## src/fmmp_pkg.sv

```systemverilog
// fibonacci modular matrix power: shared widths, constants and interface structs
// no dependencies, imported by every module of the block
`timescale 1ns / 1ps

package fmmp_pkg;

    localparam int INDEX_W    = 60;
    localparam int INDEX_BITS = 60;
    localparam int RES_W      = 30;
    localparam int MM_STEPS   = RES_W / 2;
    localparam int MM_CNT_W   = $clog2(MM_STEPS);

    localparam logic [RES_W-1:0] MODULUS_RESET = 30'd1000000009;

    typedef logic [RES_W-1:0] t_word;

    typedef struct packed {
        logic  start;
        t_word m;
        t_word a0;
        t_word a1;
        t_word b0;
        t_word b1;
    } t_mm_req;

    typedef struct packed {
        logic  done;
        t_word value;
    } t_mm_rsp;

    typedef struct packed {
        logic               start;
        logic [INDEX_W-1:0] index;
        t_word              m;
    } t_job;

    typedef struct packed {
        logic  busy;
        logic  valid;
        t_word value;
    } t_stat;

endpackage

```

## src/fmmp_mulmod.sv

```systemverilog
// shared modular dot-product unit: (a0*b0 + a1*b1) mod m, two multiplier bits per cycle
// depends on fmmp_pkg
`timescale 1ns / 1ps

module fmmp_mulmod (
    input  logic              i_clk,
    input  logic              i_rst_n,
    input  fmmp_pkg::t_mm_req i_req,
    output fmmp_pkg::t_mm_rsp o_rsp
);
    import fmmp_pkg::*;

    logic                r_busy;
    logic                r_done;
    logic [MM_CNT_W-1:0] r_cnt;
    t_word               r_m;
    logic [RES_W:0]      r_m2;
    logic [RES_W+1:0]    r_m3;
    t_word               r_a0;
    t_word               r_a1;
    logic [RES_W:0]      r_sum;
    t_word               r_b0;
    t_word               r_b1;
    t_word               r_r;
    t_word               step_r;
    t_word               n_r;

    // one interleaved step: r = (2r + bits . a) mod m, with r, a0, a1 below m
    function automatic t_word mm_bit(
        input t_word            r,
        input logic             bx0,
        input logic             bx1,
        input t_word            a0,
        input t_word            a1,
        input logic [RES_W:0]   sum,
        input t_word            m,
        input logic [RES_W:0]   m2,
        input logic [RES_W+1:0] m3
    );
        logic [RES_W+1:0] t;
        logic [RES_W+1:0] s;
        unique case ({bx0, bx1})
            2'b11:   t = {1'b0, sum};
            2'b10:   t = {2'b00, a0};
            2'b01:   t = {2'b00, a1};
            default: t = '0;
        endcase
        s = {1'b0, r, 1'b0} + t;
        priority if (s >= m3) begin
            s = s - m3;
        end else if (s >= {1'b0, m2}) begin
            s = s - {1'b0, m2};
        end else if (s >= {2'b00, m}) begin
            s = s - {2'b00, m};
        end
        return s[RES_W-1:0];
    endfunction

    always_comb begin
        step_r = mm_bit(r_r, r_b0[RES_W-1], r_b1[RES_W-1], r_a0, r_a1, r_sum,
                        r_m, r_m2, r_m3);
        n_r    = mm_bit(step_r, r_b0[RES_W-2], r_b1[RES_W-2], r_a0, r_a1, r_sum,
                        r_m, r_m2, r_m3);
    end

    always_ff @(posedge i_clk) begin
        if (!i_rst_n) begin
            r_busy <= 1'b0;
            r_done <= 1'b0;
            r_cnt  <= '0;
        end else begin
            r_done <= 1'b0;
            if (i_req.start) begin
                r_busy <= 1'b1;
                r_cnt  <= MM_CNT_W'(MM_STEPS - 1);
            end else if (r_busy) begin
                if (r_cnt == '0) begin
                    r_busy <= 1'b0;
                    r_done <= 1'b1;
                end else begin
                    r_cnt <= r_cnt - MM_CNT_W'(1);
                end
            end
        end
    end

    always_ff @(posedge i_clk) begin
        if (i_req.start) begin
            r_m   <= i_req.m;
            r_m2  <= {i_req.m, 1'b0};
            r_m3  <= {2'b00, i_req.m} + {1'b0, i_req.m, 1'b0};
            r_a0  <= i_req.a0;
            r_a1  <= i_req.a1;
            r_sum <= {1'b0, i_req.a0} + {1'b0, i_req.a1};
            r_b0  <= i_req.b0;
            r_b1  <= i_req.b1;
            r_r   <= '0;
        end else if (r_busy) begin
            r_r  <= n_r;
            r_b0 <= {r_b0[RES_W-3:0], 2'b00};
            r_b1 <= {r_b1[RES_W-3:0], 2'b00};
        end
    end

    assign o_rsp.done  = r_done;
    assign o_rsp.value = r_r;

    a_busy_done_excl: assert property (@(posedge i_clk) disable iff (!i_rst_n)
        !(r_busy && r_done))
        else $error("mulmod busy and done together");

    a_last_step_done: assert property (@(posedge i_clk) disable iff (!i_rst_n)
        r_busy && (r_cnt == '0) && !i_req.start |=> r_done)
        else $error("mulmod missed done after last step");

    a_result_reduced: assert property (@(posedge i_clk) disable iff (!i_rst_n)
        r_done && (r_m != '0) && $past(r_a0 < r_m) && $past(r_a1 < r_m) |-> r_r < r_m)
        else $error("mulmod result not reduced");

endmodule

```

## src/fmmp_ctrl.sv

```systemverilog
// sequencer: square-and-multiply over the index bits, one matrix entry per unit pass
// depends on fmmp_pkg, drives fmmp_mulmod through its request and response structs
`timescale 1ns / 1ps

module fmmp_ctrl (
    input  logic              i_clk,
    input  logic              i_rst_n,
    input  fmmp_pkg::t_job    i_job,
    input  logic              i_res_take,
    output fmmp_pkg::t_stat   o_stat,
    output fmmp_pkg::t_mm_req o_req,
    input  fmmp_pkg::t_mm_rsp i_rsp
);
    import fmmp_pkg::*;

    localparam logic [2:0] S_IDLE   = 3'd0;
    localparam logic [2:0] S_NEXT   = 3'd1;
    localparam logic [2:0] S_ISSUE  = 3'd2;
    localparam logic [2:0] S_WAIT   = 3'd3;
    localparam logic [2:0] S_COMMIT = 3'd4;
    localparam logic [2:0] S_HOLD   = 3'd5;

    localparam logic PH_MUL = 1'b0;
    localparam logic PH_SQR = 1'b1;

    logic [2:0]            r_state;
    logic [1:0]            r_ent;
    logic                  r_phase;
    t_word                 r_m;
    logic [INDEX_BITS-1:0] r_idx;
    t_word                 r_acc  [4];
    t_word                 r_base [4];
    t_word                 r_tmp  [4];
    t_word                 r_res;
    t_word                 one_val;

    // operands reduced up front, so a modulus of one starts from all zeros
    assign one_val = (i_job.m == RES_W'(1)) ? '0 : RES_W'(1);

    always_ff @(posedge i_clk) begin
        if (!i_rst_n) begin
            r_state <= S_IDLE;
            r_ent   <= '0;
            r_phase <= PH_MUL;
        end else begin
            unique case (r_state)
                S_IDLE: begin
                    if (i_job.start) begin
                        r_state <= (i_job.m == '0) ? S_HOLD : S_NEXT;
                    end
                end
                S_NEXT: begin
                    if (r_idx == '0) begin
                        r_state <= S_HOLD;
                    end else begin
                        r_ent   <= '0;
                        r_phase <= r_idx[0] ? PH_MUL : PH_SQR;
                        r_state <= S_ISSUE;
                    end
                end
                S_ISSUE: begin
                    r_state <= S_WAIT;
                end
                S_WAIT: begin
                    if (i_rsp.done) begin
                        if (r_ent == 2'd3) begin
                            r_state <= S_COMMIT;
                        end else begin
                            r_ent   <= r_ent + 2'd1;
                            r_state <= S_ISSUE;
                        end
                    end
                end
                S_COMMIT: begin
                    r_state <= S_NEXT;
                end
                S_HOLD: begin
                    if (i_res_take) begin
                        r_state <= S_IDLE;
                    end
                end
                default: begin
                    r_state <= S_IDLE;
                end
            endcase
        end
    end

    always_ff @(posedge i_clk) begin
        unique case (r_state)
            S_IDLE: begin
                if (i_job.start) begin
                    r_m       <= i_job.m;
                    r_idx     <= i_job.index[INDEX_BITS-1:0];
                    r_acc[0]  <= one_val;
                    r_acc[1]  <= '0;
                    r_acc[2]  <= '0;
                    r_acc[3]  <= one_val;
                    r_base[0] <= one_val;
                    r_base[1] <= one_val;
                    r_base[2] <= one_val;
                    r_base[3] <= '0;
                    r_res     <= '0;
                end
            end
            S_NEXT: begin
                if (r_idx == '0) begin
                    r_res <= r_acc[1];
                end
            end
            S_WAIT: begin
                if (i_rsp.done) begin
                    r_tmp[r_ent] <= i_rsp.value;
                end
            end
            S_COMMIT: begin
                if (r_phase == PH_MUL) begin
                    r_acc    <= r_tmp;
                    r_idx[0] <= 1'b0;
                end else begin
                    r_base <= r_tmp;
                    r_idx  <= r_idx >> 1;
                end
            end
            default: begin
            end
        endcase
    end

    // entry (i, j) of x * base: x[i][0]*base[0][j] + x[i][1]*base[1][j]
    always_comb begin
        o_req.start = (r_state == S_ISSUE);
        o_req.m     = r_m;
        if (r_phase == PH_MUL) begin
            o_req.a0 = r_acc[{r_ent[1], 1'b0}];
            o_req.a1 = r_acc[{r_ent[1], 1'b1}];
        end else begin
            o_req.a0 = r_base[{r_ent[1], 1'b0}];
            o_req.a1 = r_base[{r_ent[1], 1'b1}];
        end
        o_req.b0 = r_base[{1'b0, r_ent[0]}];
        o_req.b1 = r_base[{1'b1, r_ent[0]}];
    end

    assign o_stat.busy  = (r_state != S_IDLE);
    assign o_stat.valid = (r_state == S_HOLD);
    assign o_stat.value = r_res;

endmodule

```

## src/fibonacci_mod_matrix_power_top.sv

```systemverilog
// F(n) mod a configured modulus by 2x2 matrix power; one item in flight at a time
// each matrix product takes four unit passes, one per entry, plus a commit;
// there are (bit length of n + popcount of n - 1) products per item
// the next index is taken as soon as the sequencer is idle
// reset: synchronous active low, modulus returns to 1000000009, no result pending
// depends on fmmp_pkg, fmmp_mulmod and fmmp_ctrl
`timescale 1ns / 1ps

module fibonacci_mod_matrix_power_top (
    input  logic                         i_clk,
    input  logic                         i_rst_n,
    input  logic                         i_in_valid,
    output logic                         o_in_stall,
    input  logic [fmmp_pkg::INDEX_W-1:0] i_index,
    output logic                         o_out_valid,
    input  logic                         i_out_stall,
    output logic [fmmp_pkg::RES_W-1:0]   o_fib_value,
    input  logic                         i_cfg_valid,
    output logic                         o_cfg_ready,
    input  logic [fmmp_pkg::RES_W-1:0]   i_cfg_modulus
);
    import fmmp_pkg::*;

    t_word   r_modulus;
    logic    r_out_valid;
    t_word   r_fib;
    t_job    job;
    t_stat   stat;
    t_mm_req mm_req;
    t_mm_rsp mm_rsp;
    logic    out_take;
    logic    res_take;

    assign o_cfg_ready = 1'b1;
    assign o_in_stall  = stat.busy;

    assign job.start = i_in_valid && !stat.busy;
    assign job.index = i_index;
    assign job.m     = r_modulus;

    assign out_take = r_out_valid && !i_out_stall;
    assign res_take = stat.valid && (!r_out_valid || out_take);

    always_ff @(posedge i_clk) begin
        if (!i_rst_n) begin
            r_modulus   <= MODULUS_RESET;
            r_out_valid <= 1'b0;
        end else begin
            if (i_cfg_valid && o_cfg_ready) begin
                r_modulus <= i_cfg_modulus;
            end
            if (res_take) begin
                r_out_valid <= 1'b1;
            end else if (out_take) begin
                r_out_valid <= 1'b0;
            end
        end
    end

    always_ff @(posedge i_clk) begin
        if (res_take) begin
            r_fib <= stat.value;
        end
    end

    assign o_out_valid = r_out_valid;
    assign o_fib_value = r_fib;

    fmmp_ctrl u_ctrl (
        .i_clk      (i_clk),
        .i_rst_n    (i_rst_n),
        .i_job      (job),
        .i_res_take (res_take),
        .o_stat     (stat),
        .o_req      (mm_req),
        .i_rsp      (mm_rsp)
    );

    fmmp_mulmod u_mulmod (
        .i_clk   (i_clk),
        .i_rst_n (i_rst_n),
        .i_req   (mm_req),
        .o_rsp   (mm_rsp)
    );

endmodule

```

## config.mk

```make
export PLATFORM = sky130hd
export DESIGN_NAME = fibonacci_mod_matrix_power_top
export DESIGN_NICKNAME = d
export VERILOG_FILES = /design/src/fmmp_pkg.sv /design/src/fmmp_mulmod.sv /design/src/fmmp_ctrl.sv /design/src/fibonacci_mod_matrix_power_top.sv
export SDC_FILE = /design/constraint.sdc
export NUM_CORES = 2
export LEC_CHECK = 0
export ABC_AREA = 1
export BUFFER_PORTS_ARGS = -buffer_cell sky130_fd_sc_hd__buf_2
export CAP_MARGIN = 20
export CORE_MARGIN = 4
export CORE_UTILIZATION = 50
export CTS_BUF_LIST = sky130_fd_sc_hd__clkbuf_16
export DETAILED_ROUTE_END_ITERATION = 16
export MAX_ROUTING_LAYER = met4
export PLACE_DENSITY = 0.77
export SLEW_MARGIN = 10
export SYNTH_ARGS = -nofsm -noshare
export SYNTH_HDL_FRONTEND = slang
export SYNTH_SLANG_ARGS = --single-unit
export TNS_END_PERCENT = 10
```

## constraint.sdc

```tcl
create_clock -name i_clk -period 19 [get_ports i_clk]
set_input_delay 2.85 -clock i_clk [delete_from_list [all_inputs] [get_ports i_clk]]
set_output_delay 2.85 -clock i_clk [all_outputs]
set_load 0.02 [all_outputs]
```

==> flow_summary.json <==
{
  "status": "complete, no violations",
  "min_path_type": "flop to flop",
  "drive_above_1_share_pct": 6.49,
  "overflow": 0,
  "ctsResizeCount": 0,
  "routed.top_layer": "met4",
  "tritoncts": "done",
  "synth_edf_count": 722,
  "setup_viol": 0,
  "path_clk_slew_ns": 0.06,
  "antenna_found_initial": 17,
  "area_growth_pct": 9.21,
  "required_ns": 19.53,
  "antenna_left": 0,
  "async_flop_share_pct": 0,
  "die_height_um": 324,
  "hp-start": "u_ctrl.r_res[26]",
  "cts-hold-fix-buffers": 0,
  "critical_path.most_common_cell": "nand2_1",
  "reg2reg_slack_ns": 7.40,
  "port_buffers": 126,
  "post_synth.cell_area_avg_um2": 8.34,
  "regArea_mm2": 0.0231,
  "vias": 43500,
  "yosysWarnings": 0,
  "drt_iter0_drc": 4789,
  "critPathMaxFanout": 36,
  "post-place-ws_ns": 7.74,
  "netlist_instances": 5979,
  "grt_pass1_wl_um": 257000,
  "boundaryPins": 128,
  "postCtsSetupBuffers": 0,
  "max_stage_delay_ns": 0.82,
  "synth_top_flop_cell": "edfxtp_1",
  "syn-num-nets": 6393,
  "reg2regPathDepth": 49,
  "rows": 115,
  "netlist_area_mm2": 0.0499,
  "cp_slowest_cell": "xor2_1",
  "core_mm2": 0.0987,
  "max_slew_margin_pct": 16.1,
  "fmax_mhz": 86.2,
  "clock_latency_ns": 0.65,
  "htreeDepth": 3,
  "cp-start-kind": "flop",
  "hold_viol": 0,
  "period_needed_ns": 11.60,
  "setup_ws_ns": 7.40,
  "worst_pin_slew_ns": 1.25,
  "grt_setup_unrepaired": "no",
  "numCtsBuffers": 80,
  "fin_skew_ns": 0.0337,
  "seq_area_frac_synth_pct": 46.4,
  "wl_met2_um": 78900,
  "hold_end": "o_fib_value[26]",
  "max_cap_violations": 0,
  "die-area_mm2": 0.105,
  "r2r-end": "u_mulmod.r_r[0]",
  "grt_pass1_vias": 41200,
  "timing.rr.start": "u_mulmod.r_b1[29]",
  "drc": 0,
  "clockBufferDepth": 3,
  "dr.pass1.iters": 6,
  "routed_wl_um": 176000,
  "layout_common_cells": "nand2_1, nor2_1, inv_1, edfxtp_1, a21oi_1",
  "dp_hpwl_um": 137000,
  "grt_usage_pct": 33.9,
  "final-max-slew-violation-count": 0,
  "worstSetupPathType": "flop to flop",
  "finalSetupTns_ns": 0,
  "period_share_pct": 61.0,
  "cts_root_buffer": "clkbuf_16",
  "hold_depth": 0,
  "final_common_cell": "nand2_1",
  "met1_length_um": 74400,
  "crit_path_end_kind": "flop",
  "multi_input_area_mm2": 0.0233,
  "grt_max_degree": 95,
  "ys_ff_latch": 795,
  "die_width_um": 324,
  "viasPerCell": 5.85,
  "gp_congestion": 1.10,
  "utilization_pct": 55.2,
  "fillers": 9079,
  "cp.arrival_ns": 12.13,
  "clock-sinks": 795,
  "nets": 6487,
  "synth_cell_types": 65,
  "start_util_pct": 50.5,
  "route.met3.wl_um": 15500,
  "avgRoutedWirePerCell_um": 23.7
}
-- synth_stat cells (8+ instances only) --
| library cell | count | area share [%] |
|---|---|---|
| nand2_1 | 1425 | 11 |
| nor2_1 | 777 | 5.8 |
| inv_1 | 732 | 5.5 |
| edfxtp_1 | 722 | 43 |
| a21oi_1 | 388 | 3.9 |
| o21ai_0 | 311 | 3.1 |
| ha_1 | 309 | 7.8 |
| nand3_1 | 227 | 2.3 |
| xor2_1 | 141 | 2.5 |
| clkbuf_1 | 120 | 0.90 |
| xnor2_1 | 79 | 1.4 |
| dfxtp_1 | 73 | 2.9 |
| nand4_1 | 61 | 0.77 |
| o221ai_1 | 61 | 1.1 |
| o22ai_1 | 58 | 0.73 |
| o31ai_1 | 57 | 0.86 |
| nor3_1 | 45 | 0.45 |
| o21bai_1 | 41 | 0.62 |
| nor4_1 | 36 | 0.45 |
| a21o_1 | 32 | 0.48 |
| a31oi_1 | 24 | 0.30 |
| nand2_2 | 23 | 0.29 |
| or2_2 | 22 | 0.28 |
| o211ai_1 | 19 | 0.29 |
| a21oi_2 | 15 | 0.26 |
| buf_2 | 15 | 0.15 |
| a21boi_0 | 13 | 0.20 |
| o21a_1 | 13 | 0.20 |
| o21ai_1 | 13 | 0.13 |
| inv_2 | 12 | 0.090 |
| buf_4 | 10 | 0.15 |
| fa_1 | 10 | 0.40 |
| nand3b_1 | 10 | 0.15 |
| a211oi_1 | 8 | 0.12 |
| and2_1 | 8 | 0.10 |
-- metrics by stage --
step,instances,hold slack (ns),cell area (µm²)
after floorplan,5979,0.400,49900
after global placement,7274,0.401,51800
after detailed placement,7274,0.405,51800
after CTS,7418,0.419,54400
after global routing,7426,0.426,54500
final,7428,0.418,54500
-- critical path: cells and delay by family (launching register included) --
kind | cells | cell delay, ns
AOI/OAI and AO/OA | 11 | 2.54
xor gates and xnor gates | 2 | 1.41
adders and majority gates | 6 | 1.94
buffers and inverters | 5 | 1.70
DFF | 1 | 0.45
and+or+nand+nor | 25 | 3.45
-- worst max path at each step --
stage               cells past startpoint  slack [ns]               end               from
floorplan                               6        4.56  u_ctrl.r_base[0]  u_ctrl.r_state[1]
global placement                       52        7.84   u_mulmod.r_r[0]  u_mulmod.r_b0[29]
detailed placement                     51        7.74   u_mulmod.r_r[0]  u_mulmod.r_b0[29]
CTS                                    47        7.75   u_mulmod.r_r[0]  u_mulmod.r_b1[29]
global route                           44        6.49   u_mulmod.r_r[0]  u_mulmod.r_b0[29]
finish                                 49        7.40   u_mulmod.r_r[0]  u_mulmod.r_b1[29]
-- layout make-up --
type                       instances  share of cell area [%]
clock inverter                    63                    1.01
clock buffer                      81                    3.72
antenna                            6                  0.0276
inverter                         748                    5.18
timing repair buffer             169                    1.85
sequential                       795                    42.5
tap                             1287                    2.96
multi-input combinational       4279                    42.8
-- cell families after synthesis --
logic type,count (synthesis),synth area share (%)
AND/OR/NAND/NOR,2657,21.7
AO/OA/AOI/OAI,1082,12.8
adder cells (fa/ha/maj),319,8.15
XOR/XNOR,220,3.86
flip-flops,795,46.4
other,1,0.00752
buffers and inverters,905,7.05
-- sequential cells by signal, indices dropped and copies added (netlist names), 31 cells and up --
signal / flops
u_ctrl.r_idx: 60
u_ctrl.r_acc: 120
u_ctrl.r_tmp: 120
u_mulmod.r_sum: 31
u_ctrl.r_base: 120
u_mulmod.r_m3: 32
-- metal layers --
metal | global-route usage, % | vias up
li1 | - | 20400
met1 | 45.3 | 20600
met2 | 52.0 | 2114
met3 | 6.21 | 373
met4 | 12.0 | 0
met5 | - | -
Power is left out: the tool's default activity adds up to more than one toggle a clock period on the data nets, which glitch-free logic cannot reach.
